## src/hw/rtl/afe_pkg.sv

```systemverilog
// ----------------------------------------------------------------------------
// afe_pkg
// Shared constants and types for the audio front end with AGC and carrier
// detect.
// ----------------------------------------------------------------------------
package afe_pkg;

	localparam int AVG_DEPTH = 32;
	localparam int AVG_W     = $clog2(AVG_DEPTH);
	localparam int SUM_W     = 12 + AVG_W;
	localparam int MAX_BLOCK = 1024;
	localparam int MIN_BLOCK = 8;
	localparam int POS_W     = $clog2(MAX_BLOCK);
	localparam int LEN_W     = 11;
	localparam int GSUM_W    = 42;
	localparam int LSUM_W    = 35;
	localparam int LCNT_W    = 11;

	localparam logic [15:0] GAIN_RESET = 16'd4096;
	localparam logic [15:0] GAIN_MIN   = 16'd409;
	localparam logic [15:0] GAIN_MAX   = 16'd40960;

	localparam logic [1:0] CFG_BLOCK_LENGTH  = 2'd0;
	localparam logic [1:0] CFG_MV_SLOPE      = 2'd1;
	localparam logic [1:0] CFG_LEVEL_SUB     = 2'd2;
	localparam logic [1:0] CFG_FORCE_CARRIER = 2'd3;

	typedef struct packed {
		logic [10:0] block_length;
		logic [9:0]  mv_slope;
		logic [2:0]  level_subsample;
		logic        force_carrier;
	} afe_cfg_t;

	typedef struct packed {
		logic signed [16:0]  audio;
		logic                block_end;
		logic [15:0]         gain;
		logic [GSUM_W-1:0]   gsum;
		logic [LSUM_W-1:0]   lsum;
		logic [LCNT_W-1:0]   lcount;
		logic [LEN_W-1:0]    count;
	} afe_entry_t;

	typedef struct packed {
		logic        done;
		logic [15:0] gain;
	} afe_fb_t;

endpackage

```

## src/hw/rtl/afe_front.sv

```systemverilog
// ----------------------------------------------------------------------------
// afe_front
// Per-sample path: moving-average DC removal, gain multiply, block position
// tracking and accumulation of the gained and level square sums.
// ----------------------------------------------------------------------------
module afe_front import afe_pkg::*; (
	input  logic        clk,
	input  logic        arst_n,
	input  afe_cfg_t    cfg,
	input  afe_fb_t     fb,
	input  logic        sample_valid,
	output logic        sample_stall,
	input  logic [11:0] adc_sample,
	output logic        push,
	output afe_entry_t  entry,
	input  logic        fifo_full
);

	localparam logic [2:0] F_IDLE = 3'd0;
	localparam logic [2:0] F_MUL  = 3'd1;
	localparam logic [2:0] F_SQ   = 3'd2;
	localparam logic [2:0] F_PUSH = 3'd3;
	localparam logic [2:0] F_WAIT = 3'd4;

	function automatic logic [11:0] to_mv(input logic [11:0] raw, input logic [9:0] slope);
		logic [21:0] p;
		p = 22'(raw) * 22'(slope);
		if (p[21:20] != 2'd0)
			return 12'hFFF;
		return p[19:8];
	endfunction

	logic [2:0]          state_q;
	logic [11:0]         ring_q [AVG_DEPTH];
	logic [AVG_W-1:0]    idx_q;
	logic [SUM_W-1:0]    sum_q;
	logic [POS_W-1:0]    pos_q;
	logic [2:0]          phase_q [2:7];
	logic [GSUM_W-1:0]   gsum_q;
	logic [LSUM_W-1:0]   lsum_q;
	logic [LCNT_W-1:0]   lcnt_q;
	logic [11:0]         dc_q;

	logic [11:0]         adc_s1;
	logic                take_s1, end_s1;
	logic [LEN_W-1:0]    n_s1;

	logic                neg_s2, take_s2, end_s2;
	logic [15:0]         mag_s2, gain_s2;
	logic [11:0]         mv_adc_s2, mv_avg_s2;
	logic [LEN_W-1:0]    n_s2;

	afe_entry_t          entry_q;

	logic                accept;
	logic [2:0]          sub;
	logic                take;
	logic [LEN_W-1:0]    len, pos_inc;
	logic                is_end;
	logic [11:0]         avg, absval;
	logic signed [12:0]  centred;
	logic [27:0]         prod;
	logic [31:0]         msq;
	logic signed [12:0]  dlev;
	logic signed [25:0]  dsq;

	assign accept       = sample_valid && (state_q == F_IDLE);
	assign sample_stall = (state_q != F_IDLE);
	assign push         = (state_q == F_PUSH) && !fifo_full;
	assign entry        = entry_q;

	always_comb begin
		sub = (cfg.level_subsample == 3'd0) ? 3'd1 : cfg.level_subsample;
		case (sub)
			3'd2, 3'd3, 3'd4, 3'd5, 3'd6, 3'd7: take = (phase_q[sub] == 3'd0);
			default: take = 1'b1;
		endcase
		if (cfg.block_length < LEN_W'(MIN_BLOCK))
			len = LEN_W'(MIN_BLOCK);
		else if (cfg.block_length > LEN_W'(MAX_BLOCK))
			len = LEN_W'(MAX_BLOCK);
		else
			len = cfg.block_length;
		pos_inc = LEN_W'(pos_q) + LEN_W'(1);
		is_end  = (pos_inc >= len);
	end

	always_comb begin
		avg     = 12'(sum_q >> AVG_W);
		centred = $signed({1'b0, adc_s1}) - $signed({1'b0, avg});
		absval  = centred[12] ? 12'(-centred) : centred[11:0];
		prod    = 28'(absval) * 28'(fb.gain);
		msq     = 32'(mag_s2) * 32'(mag_s2);
		dlev    = $signed({1'b0, mv_adc_s2}) - $signed({1'b0, dc_q});
		dsq     = 26'(dlev) * 26'(dlev);
	end

	always_ff @(posedge clk or negedge arst_n) begin
		if (!arst_n) begin
			state_q <= F_IDLE;
			idx_q   <= '0;
			sum_q   <= '0;
			pos_q   <= '0;
			gsum_q  <= '0;
			lsum_q  <= '0;
			lcnt_q  <= '0;
			dc_q    <= '0;
			for (int i = 0; i < AVG_DEPTH; i++)
				ring_q[i] <= '0;
			for (int k = 2; k <= 7; k++)
				phase_q[k] <= '0;
		end else begin
			unique case (state_q)
				F_IDLE: begin
					if (accept) begin
						sum_q         <= sum_q + SUM_W'(adc_sample) - SUM_W'(ring_q[idx_q]);
						ring_q[idx_q] <= adc_sample;
						idx_q         <= (idx_q == AVG_W'(AVG_DEPTH - 1)) ? '0 : idx_q + 1'b1;
						if (is_end) begin
							pos_q <= '0;
							for (int k = 2; k <= 7; k++)
								phase_q[k] <= '0;
						end else begin
							pos_q <= pos_q + 1'b1;
							for (int k = 2; k <= 7; k++)
								phase_q[k] <= (phase_q[k] == 3'(k - 1)) ? 3'd0 : phase_q[k] + 3'd1;
						end
						state_q <= F_MUL;
					end
				end
				F_MUL:  state_q <= F_SQ;
				F_SQ:   begin
					if (end_s2) begin
						gsum_q <= '0;
						lsum_q <= '0;
						lcnt_q <= '0;
						dc_q   <= mv_avg_s2;
					end else begin
						gsum_q <= gsum_q + GSUM_W'(msq);
						if (take_s2) begin
							lsum_q <= lsum_q + LSUM_W'($unsigned(dsq));
							lcnt_q <= lcnt_q + 1'b1;
						end
					end
					state_q <= F_PUSH;
				end
				F_PUSH: begin
					if (!fifo_full)
						state_q <= end_s2 ? F_WAIT : F_IDLE;
				end
				F_WAIT: begin
					// hold off the next sample until the new gain is in place
					if (fb.done)
						state_q <= F_IDLE;
				end
				default: state_q <= F_IDLE;
			endcase
		end
	end

	always_ff @(posedge clk) begin
		if (accept) begin
			adc_s1  <= adc_sample;
			take_s1 <= take;
			end_s1  <= is_end;
			n_s1    <= pos_inc;
		end
		if (state_q == F_MUL) begin
			neg_s2    <= centred[12];
			mag_s2    <= prod[27:12];
			gain_s2   <= fb.gain;
			mv_adc_s2 <= to_mv(adc_s1, cfg.mv_slope);
			mv_avg_s2 <= to_mv(avg, cfg.mv_slope);
			take_s2   <= take_s1;
			end_s2    <= end_s1;
			n_s2      <= n_s1;
		end
		if (state_q == F_SQ) begin
			entry_q.audio     <= neg_s2 ? -$signed({1'b0, mag_s2}) : $signed({1'b0, mag_s2});
			entry_q.block_end <= end_s2;
			entry_q.gain      <= gain_s2;
			entry_q.gsum      <= gsum_q + GSUM_W'(msq);
			entry_q.lsum      <= take_s2 ? lsum_q + LSUM_W'($unsigned(dsq)) : lsum_q;
			entry_q.lcount    <= take_s2 ? lcnt_q + 1'b1 : lcnt_q;
			entry_q.count     <= n_s2;
		end
	end

endmodule

```

## config.mk

```make
export PLATFORM = sky130hd
export DESIGN_NAME = afe_front
export DESIGN_NICKNAME = d
export VERILOG_FILES = /design/src/hw/rtl/afe_pkg.sv /design/src/hw/rtl/afe_front.sv
export SDC_FILE = /design/constraint.sdc
export NUM_CORES = 2
export LEC_CHECK = 0
export BUFFER_PORTS_ARGS = -buffer_cell sky130_fd_sc_hd__clkbuf_2
export CAP_MARGIN = 20
export CORE_UTILIZATION = 55
export DETAILED_ROUTE_END_ITERATION = 8
export PLACE_DENSITY = 0.72
export SLEW_MARGIN = 15
export SYNTH_ARGS = -nofsm -noshare
export SYNTH_HDL_FRONTEND = slang
export SYNTH_SLANG_ARGS = --single-unit
export TNS_END_PERCENT = 30
```

## constraint.sdc

```tcl
create_clock -name clk -period 13.9 [get_ports clk]
set_input_delay 2.78 -clock clk [delete_from_list [all_inputs] [get_ports clk]]
set_output_delay 2.78 -clock clk [all_outputs]
set_load 0.01 [all_outputs]
```

# [Yosys cells after proc, flatten, opt, wreduce, memory -nomap -nowiden]
# Cells that the tools add are included.
[word_totals] inputBits=58 ff_bits=765
[classes] bitwise=2 n_addsub=18 eq_ne=20 magnitude_cmp=6 n_reduce_logical=14 multipliers=5 mux=41
[ops] cell="bitwise mux 384 bit" count=1
[ops] cell="two-way mux 12 bit" count=8
[ops] cell="two-way mux 35 bit" count=2
[ops] cell="binary-select mux 12 bit (select 5 bit)" count=1
[ops] cell="demux 12 bit (select 5 bit)" count=1
[ops] cell="multiplier 12 x 10 -> 22 bit" count=2
[ops] cell="two-way mux 11 bit" count=4
[ops] cell="adder 42 x 32 -> 42 bit" count=1
[ops] cell="two-way mux 42 bit" count=1
[ops] cell="two-way mux 3 bit" count=13
[ops] cell="adder 35 x 26 -> 35 bit" count=1
[ops] cell="multiplier 16 x 16 -> 32 bit" count=1
[ops] cell="multiplier 12 x 16 -> 28 bit" count=1
[ops] cell="multiplier 13 x 13 -> 26 bit" count=1
[ops] cell="subtractor 12 x 12 -> 13 bit" count=2
[ops] cell="== test 3 bit (second input constant)" count=8
[ops] cell="adder 3 x 1 -> 3 bit (second input constant)" count=6
[ops] cell="== test 3 x 2 -> 1 bit (second input constant)" count=6
[ops] cell="two-way mux 18 bit" count=1
[ops] cell="adder 17 x 12 -> 17 bit" count=1
[ops] cell="negation 16 -> 17 bit" count=1
[ops] cell="subtractor 17 x 12 -> 17 bit" count=1
[ops] cell="two-way mux 16 bit" count=1
[ops] cell="case mux 3 bit (5 select lines)" count=1
[ops] cell="other kinds (28)" count=40

# [Depth between registers and ports, before layout]
[depth] ltp_word=7 mapped_depth=45 mapped_depth_nobuf=45

# [Worst setup path before layout]
# Ideal clock, no wire load.
[synth_timing] path_kind="register to register" startpoint="reg dc_q[1]" endpoint="reg entry_q, in the netlist entry[49], data pin" t_arrival_ns=9.045 n_path_buf=0 synth_period_minus_slack_ns=9.310 setup_slack_ns=4.590 t_required_ns=13.635 setup_ns=0.265 stages_incl_launch_ff=43 path_cell_list="dfrtp_1 inv_1 ha_1 nor2b_1 o21ai_0 a21boi_0 o21ai_0 a21boi_1 o2111ai_1 a31oi_1 xor2_1 inv_1 nor2_2 xnor2_1 ha_1 inv_1 fa_1 inv_1 (+7 left out) a21o_1 o31a_1 a21oi_1 o21ai_0 a21oi_1 nor2b_1 nor2_1 xnor2_1 ha_1 a21o_1 a21o_1 a21o_1 a21o_1 a211o_1 a31o_2 a31oi_1 nor2_1 xor2_1"
[synth_via] elab_chain_len=4
[synth_rtl] element="from (decl)" line_no="afe_front.sv:42" text="logic [11:0] dc_q;"
[synth_rtl] element="from (signal assigned)" line_no="afe_front.sv:137" text="dc_q <= mv_avg_s2;"
[synth_rtl] element="subtractor 12 x 12 -> 13 bit" line_no="afe_front.sv:94" text="dlev = $signed({1'b0, mv_adc_s2}) - $signed({1'b0, dc_q});"
[synth_rtl] element="multiplier 13 x 13 -> 26 bit" line_no="afe_front.sv:95" text="dsq = 26'(dlev) * 26'(dlev);"
[synth_rtl] element="adder 35 x 26 -> 35 bit" line_no="afe_front.sv:183" text="entry_q.lsum <= take_s2 ? lsum_q + LSUM_W'($unsigned(dsq)) : lsum_q;"
[synth_rtl] element="two-way mux 35 bit"
[synth_rtl] element="to (decl)" line_no="afe_front.sv:53" text="afe_entry_t entry_q;"
# Every way passes these cells.
# A chain may end at the register's enable or synchronous reset.

# [Worst setup path in the final report]
[layout_timing] startpoint="reg dc_q[0]" endpoint="reg entry_q, in the netlist entry[53], data pin"
# The elaborated chain is that of the path after synthesis.

==> impl_results.md <==
- Worst EP required: 14.31 ns
- Syn Nets: 7197
- Largest stage delay, worst path: 0.75 ns
- DRC viols: 0
- Async S/R FF share, synth: 70.2%
- Cell with the most instances on the worst path: fa_1
- Via count: 42550
- Std-Cell Rows: 122
- Yosys top cell by area: dfrtp_1
- Clock buffer depth: 3
- Clock-pin transition on the worst setup and hold timing paths: 0.06 ns
- First-pass GRT wire length: 232000 um
- Register area share after synthesis: 32.9%
- Mapped cell area: 0.0616 sq mm
- Total die area: 0.113 sq mm
- Num CTS Buffers: 83
- Hold crit path type: reg -> reg
- Post-Syn Area per Cell: 10.2 sq um
- Peak Freq: 91.8 MHz
- Max Cap Viol: 0
- DP HPWL: 104000 um
- Die Y: 337 um
- Total number of yosys warnings: 0
- Layout net count: 7231
- CP Max Fanout: 8
- Vias/cell: 5.57
- Count of cell types in the netlist: 89
- Largest net degree at the start of global routing: 181
- Number of synthesized register bits: 765
- Slowest CP cell: xnor2_1
- Clk_skew: 0.0475 ns
- Crit path time final: 10.90 ns
- Syn Inst Count: 6051
- Number of setup buffers added after CTS: 0
- Status: completed
- Worst skew pair latency: 0.69 ns
- Setup crit end kind: flip-flop
- Initial antenna violation count: 5
- Layout area overhead: 8.24%
- Rel. slew slack: 30.0%
- Fin crit share: 78.4%
- Vias in the first global route: 43585
- Final Hold Vio Count: 0
- EDFF count, synth: 228
- Post-synth top area share: 21.8%
- Post-DRT Antenna Nets: 0
- Core ar.: 0.111 sq mm
- Starting density of the core: 55.6%
- Die X: 337 um
- Area contributors post-synth: dfrtp_1, fa_1, edfxtp_1
- Final WL: 142000 um
- Clock Sinks: 765
- Slew Viols, Final: 0
- CTS hold repair buffers: 0
- Setup TNS: 0 ns
- Port bufs: 191
- H-tree depth: 3
- DRT Pass-1 Iters: 6
- Total GRT Usage: 25.9%
- RSZ-0062 raised after global routing: false
- Routed len/inst: 18.6 um
- CTS tree: yes
- Endpoints failing setup: 0
- Crit path DAT: 11.30 ns
- DR iter-0 viols: 2951
- GPL Wtd Cong: 0.909
- Post-synth top flop: dfrtp_1
- Startpoint types: flip-flop
- Fraction of layout cells with a size suffix above 1: 9.49%
- Ports: 193
- Worst Max-Slew Pin Slew: 1.04 ns
- Crit path kind: reg -> reg
- Resize count post-CTS: 0
- Final global-route overflow total: 0
- CTS root buf: clkbuf_16
-- cells in the final DEF, fill, tap and decap left out, drive strengths merged, types with 61 or more instances in the layout --
cell type  count
mux2          61
a21o          77
and2         188
o21ai        516
a21oi        105
mux4         105
fa           641
nand2        950
dfrtp        537
inv          922
clkbuf       309
ha           447
xnor2        157
nor2         188
edfxtp       228
-- kinds of logic (layout without fill, tap and decap cells) --
group | Yosys count | count (layout) | share of synthesized area, %
adder cells (fa/ha/maj) | 1088 | 1088 | 29.9
multiplexers | 194 | 194 | 5.41
flip-flops | 765 | 765 | 32.9
other | 1 | 3 | 0.00609
buffers and inverters | 1211 | 1315 | 7.45
XOR/XNOR | 211 | 211 | 3.00
AO/OA/AOI/OAI | 953 | 953 | 9.45
AND/OR/NAND/NOR | 1628 | 1628 | 11.8
-- critical path, delay by kind of cell (launching register included) --
family,cells,cell delay (ns)
adders and majority gates,10,4.07
AOI/OAI and AO/OA,17,3.52
xor gates and xnor gates,4,1.33
and+or+nand+nor,6,0.77
buffers and inverters,4,0.52
DFF,1,0.38
-- worst paths after layout --
| kind | from | end | slack [ns] | cells past startpoint |
|---|---|---|---|---|
| worst min-delay path | n_s2[3] | entry[3] | 0.41 | 0 |
| worst max-delay path | dc_q[0] | entry[53] | 3.00 | 41 |
| min in group asynchronous | arst_n | ring_q[381] | 2.08 | 1 |
| max in group asynchronous | arst_n | ring_q[103] | 9.50 | 3 |
| worst min register to register | n_s2[3] | entry[3] | 0.41 | 0 |
| worst max register to register | dc_q[0] | entry[53] | 3.00 | 41 |
-- cell usage after synthesis, types with 49 or more instances --
library cell	number
nand2_1	950
inv_1	916
fa_1	641
dfrtp_1	537
o21ai_0	508
ha_1	447
clkbuf_1	275
edfxtp_1	228
and2_1	188
nor2_1	186
xnor2_1	157
mux4_2	105
a21oi_1	104
a21o_1	73
mux2_2	61
nor3_1	54
xor2_1	54
nand2b_1	52
nor2b_1	49
-- flip-flops by register name (all words and copies together) (netlist names) --
register	count
ring_q	384
end_s2	1
phase_q	18
mag_s2	16
gain_s2	16
neg_s2	1
state_q	3
mv_avg_s2	12
lcnt_q	11
gsum_q	42
end_s1	1
mv_adc_s2	12
lsum_q	35
n_s2	11
sum_q	17
adc_s1	12
pos_q	10
dc_q	12
take_s1	1
entry	133
n_s1	11
take_s2	1
idx_q	5
-- final cells by class --
cell class	instances	area, sq um
fillers	9123	44200
multi-input cells	4075	36700
flip-flops and latches	765	20300
inverters	920	3460
clock buffers	119	2420
well taps	1488	1860
repair buffers	240	1360
clock inverters	36	526
diodes	2	5.00
-- per-stage QoR --
| stage | instances | cell area (sq um) | hold WS, ns | utilization, % | setup WS [ns] |
|---|---|---|---|---|---|
| 6_report | 7645 | 66600 | 0.412 | 60.1 | 3.00 |
| 5_1_grt | 7643 | 66600 | 0.418 | 60.1 | 2.21 |
| 4_1_cts | 7643 | 66600 | 0.415 | 60.1 | 3.04 |
| 3_5_place_dp | 7488 | 63700 | 0.405 | 57.5 | 3.11 |
| 3_3_place_gp | 7488 | 63700 | 0.400 | 57.5 | 3.18 |
| 2_1_floorplan | 6051 | 61600 | 0.400 | - | 4.59 |
-- metal layers --
metal  global-route usage (%)  share of wire, %  vias up
met3                     3.76               6.4      240
met2                     41.6                47     1270
met1                     36.6                44    21293
met5                        0             0.019        -
li1                         -                 -    19743
met4                     7.60               2.6        4
Power is not shown: default switching activity piles up to over one toggle a cycle in this logic, so the estimate is an artifact.
