==> src/hw/rtl/afe_pkg.sv <==
// ----------------------------------------------------------------------------
// afe_pkg
// Shared constants and types for the audio front end with AGC and carrier
// detect.
// ----------------------------------------------------------------------------
package afe_pkg;

	localparam int AVG_DEPTH = 32;
	localparam int AVG_W     = $clog2(AVG_DEPTH);
	localparam int SUM_W     = 12 + AVG_W;
	localparam int MAX_BLOCK = 1024;
	localparam int MIN_BLOCK = 8;
	localparam int POS_W     = $clog2(MAX_BLOCK);
	localparam int LEN_W     = 11;
	localparam int GSUM_W    = 42;
	localparam int LSUM_W    = 35;
	localparam int LCNT_W    = 11;

	localparam logic [15:0] GAIN_RESET = 16'd4096;
	localparam logic [15:0] GAIN_MIN   = 16'd409;
	localparam logic [15:0] GAIN_MAX   = 16'd40960;

	localparam logic [1:0] CFG_BLOCK_LENGTH  = 2'd0;
	localparam logic [1:0] CFG_MV_SLOPE      = 2'd1;
	localparam logic [1:0] CFG_LEVEL_SUB     = 2'd2;
	localparam logic [1:0] CFG_FORCE_CARRIER = 2'd3;

	typedef struct packed {
		logic [10:0] block_length;
		logic [9:0]  mv_slope;
		logic [2:0]  level_subsample;
		logic        force_carrier;
	} afe_cfg_t;

	typedef struct packed {
		logic signed [16:0]  audio;
		logic                block_end;
		logic [15:0]         gain;
		logic [GSUM_W-1:0]   gsum;
		logic [LSUM_W-1:0]   lsum;
		logic [LCNT_W-1:0]   lcount;
		logic [LEN_W-1:0]    count;
	} afe_entry_t;

	typedef struct packed {
		logic        done;
		logic [15:0] gain;
	} afe_fb_t;

endpackage

==> src/hw/rtl/afe_back.sv <==
// ----------------------------------------------------------------------------
// afe_back
// Result stage and block-end sequencer: RMS, gain update, level measurement
// and carrier hysteresis on one shared bit-serial divider and square root.
// ----------------------------------------------------------------------------
module afe_back import afe_pkg::*; (
	input  logic               clk,
	input  logic               arst_n,
	input  logic               force_carrier,
	input  logic               fifo_empty,
	input  afe_entry_t         fifo_data,
	output logic               pop,
	output afe_fb_t            fb,
	output logic               result_valid,
	input  logic               result_stall,
	output logic signed [16:0] audio_sample,
	output logic               block_end,
	output logic               carrier_detect,
	output logic [11:0]        level_millivolts,
	output logic [15:0]        gain_q12
);

	localparam int DIV_N      = 50;
	localparam int DIV_D      = 32;
	localparam int SQ_STEPS   = DIV_N / 2;
	localparam int ERR_REF    = 209715;
	localparam logic [DIV_N-1:0] ERR_NUM = DIV_N'(ERR_REF) << 16;

	// step = x / 50 as (x >> 1) * ceil(2^26 / 25) >> 26,
	// step = x / 1000 as (x >> 3) * ceil(2^26 / 125) >> 26
	localparam logic [21:0] RECIP_50   = 22'd2684355;
	localparam logic [21:0] RECIP_1000 = 22'd536871;
	// any larger step already drives the gain past its upper clamp
	localparam logic [21:0] STEP_SAT   = 22'h3FFFFF;

	localparam logic [3:0] B_IDLE     = 4'd0;
	localparam logic [3:0] B_MS_DIV   = 4'd1;
	localparam logic [3:0] B_RMS_SQRT = 4'd2;
	localparam logic [3:0] B_ERR_DIV  = 4'd3;
	localparam logic [3:0] B_MUL_LO   = 4'd4;
	localparam logic [3:0] B_MUL_HI   = 4'd5;
	localparam logic [3:0] B_DIFF     = 4'd6;
	localparam logic [3:0] B_STEP     = 4'd7;
	localparam logic [3:0] B_GAIN     = 4'd8;
	localparam logic [3:0] B_LVL_DIV  = 4'd9;
	localparam logic [3:0] B_LVL_SQRT = 4'd10;
	localparam logic [3:0] B_COUNT    = 4'd11;
	localparam logic [3:0] B_DONE     = 4'd12;

	logic [3:0]          state_q;
	logic [15:0]         gain_q;
	logic [6:0]          counter_q;
	logic                out_valid_q;
	logic signed [16:0]  out_audio_q;
	logic                out_end_q, out_carrier_q;
	logic [11:0]         out_level_q;
	logic [15:0]         out_gain_q;

	logic signed [16:0]  audio_q;
	logic [15:0]         gain_used_q;
	logic [LSUM_W-1:0]   lsum_q;
	logic [LCNT_W-1:0]   lcnt_q;
	logic [30:0]         den_q;
	logic [33:0]         err_q;
	logic [32:0]         prod_lo_q;
	logic [33:0]         ge_q;
	logic                neg_q;
	logic [11:0]         level_q;
	logic [20:0]         step_x_q;
	logic [21:0]         step_m_q;
	logic [16:0]         step_q;

	logic [DIV_N-1:0]    div_num_q;
	logic [DIV_D-1:0]    div_den_q, div_rem_q;
	logic [5:0]          div_cnt_q;
	logic [DIV_N-1:0]    sq_val_q;
	logic [26:0]         sq_rem_q;
	logic [24:0]         sq_root_q;
	logic [4:0]          sq_cnt_q;

	logic                out_free;
	logic [DIV_D:0]      div_trial;
	logic                div_bit, div_last;
	logic [DIV_D-1:0]    div_rem_d;
	logic [DIV_N-1:0]    div_quo_d;
	logic [28:0]         sq_r2, sq_trial;
	logic                sq_bit, sq_last;
	logic [26:0]         sq_rem_d;
	logic [24:0]         sq_root_d;
	logic [49:0]         ge_full;
	logic [33:0]         abs_diff;
	logic [21:0]         step_sat;
	logic                slow;
	logic [42:0]         step_prod;
	logic [34:0]         gain_new;

	assign out_free = !out_valid_q || !result_stall;
	assign pop      = (state_q == B_IDLE) && !fifo_empty && (fifo_data.block_end || out_free);
	assign fb.done  = (state_q == B_DONE) && out_free;
	assign fb.gain  = gain_q;

	assign result_valid     = out_valid_q;
	assign audio_sample     = out_audio_q;
	assign block_end        = out_end_q;
	assign carrier_detect   = out_carrier_q;
	assign level_millivolts = out_level_q;
	assign gain_q12         = out_gain_q;

	always_comb begin
		div_trial = {div_rem_q, div_num_q[DIV_N-1]};
		div_bit   = (div_trial >= {1'b0, div_den_q});
		div_rem_d = div_bit ? DIV_D'(div_trial - {1'b0, div_den_q}) : div_trial[DIV_D-1:0];
		div_quo_d = {div_num_q[DIV_N-2:0], div_bit};
		div_last  = (div_cnt_q == 6'(DIV_N - 1));

		sq_r2     = {sq_rem_q, sq_val_q[DIV_N-1:DIV_N-2]};
		sq_trial  = {2'b00, sq_root_q, 2'b01};
		sq_bit    = (sq_r2 >= sq_trial);
		sq_rem_d  = sq_bit ? 27'(sq_r2 - sq_trial) : sq_r2[26:0];
		sq_root_d = {sq_root_q[23:0], sq_bit};
		sq_last   = (sq_cnt_q == 5'(SQ_STEPS - 1));

		ge_full   = 50'(prod_lo_q) + (50'(33'(gain_q) * 33'(err_q[33:17])) << 17);
		abs_diff  = (ge_q < 34'(gain_q)) ? 34'(gain_q) - ge_q : ge_q - 34'(gain_q);
		step_sat  = (abs_diff > 34'(STEP_SAT)) ? STEP_SAT : abs_diff[21:0];
		slow      = (den_q > 31'(ERR_REF));
		step_prod = 43'(step_x_q) * 43'(step_m_q);
		gain_new  = neg_q ? 35'(gain_q) - 35'(step_q)
		                  : 35'(gain_q) + 35'(step_q);
	end

	always_ff @(posedge clk or negedge arst_n) begin
		if (!arst_n) begin
			state_q     <= B_IDLE;
			gain_q      <= GAIN_RESET;
			counter_q   <= '0;
			out_valid_q <= 1'b0;
		end else begin
			out_valid_q <= (out_valid_q && result_stall)
			            || (pop && !fifo_data.block_end)
			            || ((state_q == B_DONE) && out_free);
			unique case (state_q)
				B_IDLE: begin
					if (pop && fifo_data.block_end)
						state_q <= B_MS_DIV;
				end
				B_MS_DIV:   if (div_last) state_q <= B_RMS_SQRT;
				B_RMS_SQRT: if (sq_last) state_q <= B_ERR_DIV;
				B_ERR_DIV:  if (div_last) state_q <= B_MUL_LO;
				B_MUL_LO:   state_q <= B_MUL_HI;
				B_MUL_HI:   state_q <= B_DIFF;
				B_DIFF:     state_q <= B_STEP;
				B_STEP:     state_q <= B_GAIN;
				B_GAIN: begin
					if (gain_new > 35'(GAIN_MAX))
						gain_q <= GAIN_MAX;
					else if (gain_new < 35'(GAIN_MIN))
						gain_q <= GAIN_MIN;
					else
						gain_q <= gain_new[15:0];
					// an empty level sum leaves the counter alone
					state_q <= (lcnt_q == '0) ? B_DONE : B_LVL_DIV;
				end
				B_LVL_DIV:  if (div_last) state_q <= B_LVL_SQRT;
				B_LVL_SQRT: if (sq_last) state_q <= B_COUNT;
				B_COUNT: begin
					if (level_q > 12'd10) begin
						if (counter_q < 7'd100)
							counter_q <= counter_q + 7'd1;
					end else if (level_q < 12'd5) begin
						if (counter_q != 7'd0)
							counter_q <= counter_q - 7'd1;
					end
					state_q <= B_DONE;
				end
				B_DONE: begin
					if (out_free)
						state_q <= B_IDLE;
				end
				default: state_q <= B_IDLE;
			endcase
		end
	end

	always_ff @(posedge clk) begin
		if (state_q == B_MS_DIV || state_q == B_ERR_DIV || state_q == B_LVL_DIV) begin
			div_num_q <= div_quo_d;
			div_rem_q <= div_rem_d;
			div_cnt_q <= div_cnt_q + 6'd1;
		end
		if (state_q == B_RMS_SQRT || state_q == B_LVL_SQRT) begin
			sq_val_q  <= sq_val_q << 2;
			sq_rem_q  <= sq_rem_d;
			sq_root_q <= sq_root_d;
			sq_cnt_q  <= sq_cnt_q + 5'd1;
		end

		case (state_q)
			B_IDLE: begin
				if (pop) begin
					if (fifo_data.block_end) begin
						audio_q     <= fifo_data.audio;
						gain_used_q <= fifo_data.gain;
						lsum_q      <= fifo_data.lsum;
						lcnt_q      <= fifo_data.lcount;
						div_num_q   <= {fifo_data.gsum, 8'd0};
						div_den_q   <= DIV_D'(fifo_data.count);
						div_rem_q   <= '0;
						div_cnt_q   <= '0;
					end else begin
						out_audio_q   <= fifo_data.audio;
						out_end_q     <= 1'b0;
						out_carrier_q <= 1'b0;
						out_level_q   <= '0;
						out_gain_q    <= fifo_data.gain;
					end
				end
			end
			B_MS_DIV, B_LVL_DIV: begin
				if (div_last) begin
					sq_val_q  <= div_quo_d;
					sq_rem_q  <= '0;
					sq_root_q <= '0;
					sq_cnt_q  <= '0;
				end
			end
			B_RMS_SQRT: begin
				if (sq_last) begin
					den_q     <= 31'({sq_root_d, 5'd0}) + 31'd1;
					div_num_q <= ERR_NUM;
					div_den_q <= DIV_D'({sq_root_d, 5'd0}) + DIV_D'(1);
					div_rem_q <= '0;
					div_cnt_q <= '0;
				end
			end
			B_ERR_DIV:  if (div_last) err_q <= div_quo_d[33:0];
			B_MUL_LO:   prod_lo_q <= 33'(gain_q) * 33'(err_q[16:0]);
			B_MUL_HI:   ge_q <= ge_full[49:16];
			B_DIFF: begin
				neg_q    <= (ge_q < 34'(gain_q));
				// slow step once the error is below one (gain falling), fast step otherwise
				step_x_q <= slow ? 21'(step_sat >> 3) : step_sat[21:1];
				step_m_q <= slow ? RECIP_1000 : RECIP_50;
			end
			B_STEP:     step_q <= step_prod[42:26];
			B_GAIN: begin
				level_q   <= '0;
				div_num_q <= DIV_N'(lsum_q);
				div_den_q <= DIV_D'(lcnt_q);
				div_rem_q <= '0;
				div_cnt_q <= '0;
			end
			B_LVL_SQRT: if (sq_last) level_q <= sq_root_d[11:0];
			B_DONE: begin
				if (out_free) begin
					out_audio_q   <= audio_q;
					out_end_q     <= 1'b1;
					out_carrier_q <= (counter_q > 7'd3) || force_carrier;
					out_level_q   <= level_q;
					out_gain_q    <= gain_used_q;
				end
			end
			default: ;
		endcase
	end

endmodule
==> config.mk <==
export PLATFORM = sky130hd
export DESIGN_NAME = afe_back
export DESIGN_NICKNAME = d
export VERILOG_FILES = /design/src/hw/rtl/afe_pkg.sv /design/src/hw/rtl/afe_back.sv
export SDC_FILE = /design/constraint.sdc
export NUM_CORES = 2
export LEC_CHECK = 0
export ABC_AREA = 1
export ABC_CLOCK_PERIOD_IN_PS = 6800
export BUFFER_PORTS_ARGS = -buffer_cell sky130_fd_sc_hd__buf_2
export CAP_MARGIN = 30
export CORE_UTILIZATION = 45
export DETAILED_ROUTE_END_ITERATION = 10
export PLACE_DENSITY = 0.75
export SETUP_SLACK_MARGIN = 0.2
export SLEW_MARGIN = 20
export SYNTH_ARGS = -nofsm -noshare
export SYNTH_HDL_FRONTEND = slang
export SYNTH_SLANG_ARGS = --single-unit
==> constraint.sdc <==
create_clock -name clk -period 6.8 [get_ports clk]
set_clock_uncertainty 0.15 [all_clocks]
set_input_delay 1.36 -clock clk [delete_from_list [all_inputs] [get_ports clk]]
set_output_delay 1.36 -clock clk [all_outputs]
set_load 0.05 [all_outputs]
======== After elaboration in Yosys (flattened, before gate mapping) ========
Cells that the tools add are included.
storage, ports and cells
  logic and storage cells ................. 191
  input port bits ......................... 138
  output and inout bits ................... 66
  register bits ........................... 586
operators by class
  order comparisons ....................... 11
  multipliers ............................. 3
  $add $sub $neg .......................... 13
  mux-type cells .......................... 73
  reductions and logical operators ........ 35
  eq/ne operators ......................... 25
operator list
  kind                                                  count
  2-to-1 mux 50 bit                                     7
  2-to-1 mux 32 bit                                     8
  one-hot mux 32 bit (3 select lines)                   2
  one-hot mux 50 bit (3 select lines)                   1
  2-to-1 mux 27 bit                                     4
  2-to-1 mux 16 bit                                     5
  2-to-1 mux 25 bit                                     3
  multiplier 16 x 17 -> 33 bit                          2
  adder 30 x 1 -> 31 bit, second input constant         2
  one-hot mux 4 bit (13 select lines)                   1
  2-to-1 mux 17 bit                                     3
  adder 33 x 50 -> 50 bit                               1
  2-to-1 mux 12 bit                                     4
  one-hot mux 12 bit (2 select lines)                   2
  2-to-1 mux 22 bit                                     2
  multiplier 21 x 22 -> 43 bit                          1
  > comparator 35 x 16 -> 1 bit, second input constant  1
  < comparator 35 x 9 -> 1 bit, second input constant   1
  2-to-1 mux 35 bit                                     1
  > comparator 34 x 22 -> 1 bit, second input constant  1
  < comparator 34 x 16 -> 1 bit                         1
  2-to-1 mux 34 bit                                     1
  one-hot mux 17 bit (2 select lines)                   1
  subtractor 16 x 34 -> 34 bit                          1
  other kinds (47)                                      104

======== Logic depth before layout (Yosys ltp) ========
  word-level depth ........................ 7
  gate-level depth with buffers ........... 38
  mapped depth without buffers ............ 36

======== Worst setup path before layout ========
OpenSTA, ideal clock, no wires.
  kind .................................... reg2reg
  start ................................... reg gain_q[3]
  end ..................................... reg ge_q[30], data pin
  setup time .............................. 249 ps
  path slack .............................. -654 ps
  arrival time ............................ 7055 ps
  cell stages (with the launch flop) ...... 33
  period minus slack after synthesis ...... 7454 ps
  data required time ...................... 6401 ps
  buffers on the path ..................... 2
  path through ............................ dfrtp_1 > clkbuf_1 > clkbuf_1 > nand2_1 > fa_1 > fa_1 > fa_1 > fa_1 > inv_1 > fa_1 > inv_1 > fa_1 > inv_1 > ha_1 > a21oi_1 > inv_1 > nor2_1 > nand3_1 > xor2_1 > ha_1 > nand2_1 > nor4_1 > nand2_1 > nand2_1 > nand4_1 > nand2_1 > inv_1 > nor2_1 > nand2_1 > nor2_1 > nand2_1 > nand2_1 > inv_1
on the way
  longest elaborated chain between the ends .. 2
RTL lines
  item                          RTL line         source
  start, declared               afe_back.sv:51   logic [15:0] gain_q;
  start signal, assigned        afe_back.sv:160  gain_q <= gain_new[15:0];
  multiplier 16 x 17 -> 33 bit  afe_back.sv:123  ge_full = 50'(prod_lo_q) + (50'(33'(gain_q) * 33'(err_q[33:17])) << 17);
  adder 33 x 50 -> 50 bit       afe_back.sv:123
  via ge_full[46]               afe_back.sv:90   logic [49:0] ge_full;
  end signal, assigned          afe_back.sv:238  B_MUL_HI: ge_q <= ge_full[49:16];
  end, declared                 afe_back.sv:66   logic [33:0] ge_q;
The timed path passes the listed nets, and every way through them passes these cells.
A chain may end at the register's enable or synchronous reset.

======== Worst setup path after layout ========
  start ................................... reg err_q[22]
  end ..................................... reg ge_q[27], data pin
on the way
  longest elaborated chain between the ends .. 2
RTL lines
  item                          RTL line         source
  start, declared               afe_back.sv:64   logic [33:0] err_q;
  start signal, assigned        afe_back.sv:236  B_ERR_DIV: if (div_last) err_q <= div_quo_d[33:0];
  multiplier 16 x 17 -> 33 bit  afe_back.sv:123
  adder 33 x 50 -> 50 bit       afe_back.sv:123
  via ge_full[43]               afe_back.sv:90
The timed path passes the listed nets, and every way through them passes these cells.

==> results.sh <==
export IMPL_postSynthNetCount=8912
export IMPL_layout_worst_path_cycle_share_pct=99.4
export IMPL_global_route_usage_met3_pct=3.31
export IMPL_drt_iter0_drcs=3549
export IMPL_proportion_of_layout_cells_with_a_drive_suffix_above_1_pct=12.5
export IMPL_via_count=50445
export IMPL_final_hold_viol_count=0
export IMPL_dp_cells=9527
export IMPL_minimum_clock_period_ns=6.76
export IMPL_global_route_wire_length_before_repair_um=274000
export IMPL_core_area_mm2=0.130
export IMPL_synth_cell_types=59
export IMPL_clock_tree_from_tritoncts="built"
export IMPL_detailedRoute_firstPassIterationCount=8
export IMPL_global_route_usage_met1_pct=34.3
export IMPL_synth_seq_cells=541
export IMPL_ys_async_sr_fraction_pct=5.18
export IMPL_vias_in_the_first_global_route=51081
export IMPL_gr_usage_all_layers_pct=26.0
export IMPL_layoutNonFillerInstCount=9721
export IMPL_max_clock_freq_mhz=148
export IMPL_numCtsBuffers=58
export IMPL_tightest_hold_margin_ns=0.290
export IMPL_antenna_left=0
export IMPL_critical_path_slowest_cell="sky130_fd_sc_hd__fa_2"
export IMPL_synth_avg_cell_area_um2=7.83
export IMPL_cap_violations=0
export IMPL_cp_data_required_time_ns=7.04
export IMPL_ioPinCount=204
export IMPL_cts_buffer_depth=3
export IMPL_worst_endpoint_arrival_ns=7.00
export IMPL_stdcell_area_mm2=0.0677
export IMPL_synthesis_instances=7561
export IMPL_synth_main_ff_cell="sky130_fd_sc_hd__edfxtp_1"
export IMPL_start_kind="register"
export IMPL_fin_tns_setup_ns=0
export IMPL_insertion_delay_ns=0.70
export IMPL_yosysWarnings=0
export IMPL_clock_tree_root_cell="sky130_fd_sc_hd__clkbuf_16"
export IMPL_floorplan_initialDensity_pct=45.6
export IMPL_post_synth_instance_area_mm2=0.0592
export IMPL_largest_net_degree_at_the_start_of_global_routing=83
export IMPL_grt_overflow=0
export IMPL_layout_nets=9277
export IMPL_antenna_violations_before_repair=7
export IMPL_wl_per_cell_um=17.7
export IMPL_seq_total_area_yosys_pct=23.9
export IMPL_die_width_um=365
export IMPL_cts_num_sinks=541
export IMPL_rows=132
export IMPL_port_buffer_count=203
export IMPL_worst_slew_margin_rel_pct=33.6
export IMPL_grt_most_used_layer="met2"
export IMPL_worstMarginPinSlew_ns=0.991
export IMPL_dp_final_hpwl_um=139000
export IMPL_areaGrowthSynthToFinish_pct=14.3
export IMPL_timing_final_max_slew_violations=0
export IMPL_cp_max_fanout=6
export IMPL_met2_usage_pct=43.8
export IMPL_max_stage_delay_ns=0.56
export IMPL_outcome="complete, no violations"
export IMPL_number_of_enable_flip_flop_cells_after_synthesis=318
export IMPL_gp_congestion=0.973
export IMPL_totalWireLength_um=172000
export IMPL_fp_dieArea_mm2=0.133
export IMPL_post_route_drc_count=0
export IMPL_die_height_um=365
export IMPL_unrepaired_setup_endpoints_after_global_routing="yes"
export IMPL_criticalPathCategory="register to register"
export IMPL_setup_viol=0
export IMPL_h_tree_depth=2
export IMPL_crit_path_end_kind="register"
export IMPL_cts_hold_fix_bufs=0
export IMPL_worstHoldPathType="register to register"
export IMPL_drt_vias_per_instance=5.19
export IMPL_clk_pin_slew_ns=0.06
export IMPL_placed_cell_area_mm2=0.0638
path summary, 6_finish.rpt:
check / start / to / slack (ns) / cells past startpoint
worst max-delay path: err_q[22] / ge_q[27] / 0.04 / 31
worst min-delay path: lsum_q[32] / div_num_q[32] / 0.29 / 2
worst max register to register: err_q[22] / ge_q[27] / 0.04 / 31
worst min register to register: lsum_q[32] / div_num_q[32] / 0.29 / 2
max in group asynchronous: arst_n / gain_q[15] / 5.19 / 1
min in group asynchronous: arst_n / result_valid / 0.61 / 1
flip-flops by register name (all words and copies together) (netlist names), 25 cells and up:
name / count
div_den_q: 30
div_rem_q: 32
err_q: 34
lsum_q: 35
sq_rem_q: 27
div_num_q: 50
sq_root_q: 25
sq_val_q: 50
ge_q: 34
per-stage QoR:
stage               setup slack (ns)  utilization, %
floorplan                     0.0510               -
global placement               0.102            49.0
detailed placement           0.00237            49.1
CTS                            0.157            51.2
global route                  -0.196            52.1
finish                        0.0375            52.1
critical path: cells and delay by family, from the launching register on:
family                   cells  cell delay, ns
AO/OA/AOI/OAI                1            0.17
adder cells (fa/ha/maj)      8            3.55
buffers and inverters       10            0.76
XOR/XNOR                     2            0.32
flip-flops                   1            0.40
AND/OR/NAND/NOR             10            1.11
cell families (layout without fill, tap and decap cells):
family	after synthesis	after routing	share of synthesized area (%)
flip-flops	541	541	23.9
XOR/XNOR	157	157	2.32
AND/OR/NAND/NOR	2960	2960	20.1
adder cells (fa/ha/maj)	1213	1213	33.6
multiplexers	23	23	0.389
other	0	3	0
buffers and inverters	1885	2300	12.0
AO/OA/AOI/OAI	782	782	7.59
cells in the final DEF, fill, tap and decap left out, types with 43 or more instances in the layout:
cell type	count
sky130_fd_sc_hd__a21oi_1	263
sky130_fd_sc_hd__a31oi_1	67
sky130_fd_sc_hd__buf_2	203
sky130_fd_sc_hd__buf_4	315
sky130_fd_sc_hd__clkbuf_16	62
sky130_fd_sc_hd__dfxtp_1	195
sky130_fd_sc_hd__edfxtp_1	318
sky130_fd_sc_hd__fa_1	611
sky130_fd_sc_hd__ha_1	549
sky130_fd_sc_hd__inv_1	1583
sky130_fd_sc_hd__inv_2	52
sky130_fd_sc_hd__nand2_1	1830
sky130_fd_sc_hd__nand3_1	195
sky130_fd_sc_hd__nand4_1	67
sky130_fd_sc_hd__nor2_1	614
sky130_fd_sc_hd__nor2_2	43
sky130_fd_sc_hd__nor3_1	46
sky130_fd_sc_hd__o21ai_0	219
sky130_fd_sc_hd__xnor2_1	53
sky130_fd_sc_hd__xor2_1	92
final cells by class:
| type | instances | area, µm² |
|---|---|---|
| diodes | 3 | 7.51 |
| clock buffers | 86 | 1720 |
| clock inverters | 24 | 323 |
| fillers | 12106 | 62300 |
| inverters | 1640 | 6160 |
| multi-input cells | 5135 | 39300 |
| flip-flops and latches | 541 | 14200 |
| well taps | 1742 | 2180 |
| repair buffers | 550 | 3850 |
what timing repair did:
| item | CTS | global route |
|---|---|---|
| buffers inserted | 43 | 36 |
| setup endpoints to repair | 26 | 38 |
| pin swaps | 68 | 139 |
| resized for setup | 85 | 226 |
Yosys cell counts (14+ instances only):
cell type                  number  area share, %
sky130_fd_sc_hd__clkbuf_1     211            1.3
sky130_fd_sc_hd__edfxtp_1     318             16
sky130_fd_sc_hd__a21o_1        23           0.29
sky130_fd_sc_hd__inv_1       1620             10
sky130_fd_sc_hd__o21bai_1      29           0.37
sky130_fd_sc_hd__dfxtp_1      195            6.6
sky130_fd_sc_hd__nor3_1        55           0.46
sky130_fd_sc_hd__xor2_1       101            1.5
sky130_fd_sc_hd__nand4_1       67           0.71
sky130_fd_sc_hd__fa_1         631             21
sky130_fd_sc_hd__a31oi_1       74           0.78
sky130_fd_sc_hd__a211oi_1      30           0.38
sky130_fd_sc_hd__a21oi_1      293            2.5
sky130_fd_sc_hd__inv_2         16           0.10
sky130_fd_sc_hd__nor2_1       665            4.2
sky130_fd_sc_hd__mux2i_1       23           0.39
sky130_fd_sc_hd__or2_2         17           0.18
sky130_fd_sc_hd__buf_2         23           0.19
sky130_fd_sc_hd__o21ai_0      241            2.0
sky130_fd_sc_hd__ha_1         582             12
sky130_fd_sc_hd__nor4_1        25           0.26
sky130_fd_sc_hd__nand3b_1      15           0.19
sky130_fd_sc_hd__nand3_1      205            1.7
sky130_fd_sc_hd__dfrtp_1       27            1.1
sky130_fd_sc_hd__xnor2_1       56           0.83
sky130_fd_sc_hd__o311ai_0      14           0.21
sky130_fd_sc_hd__nand2_1     1875             12
routing by layer:
metal | wire (µm) | vias to the layer above
li1 | - | 24094
met1 | 73400 | 24275
met2 | 81300 | 1718
met3 | 11100 | 354
met4 | 6490 | 4
met5 | 25 | -
Power is left out: the tool's default activity adds up to more than one toggle a clock period on the data nets, which glitch-free logic cannot reach.
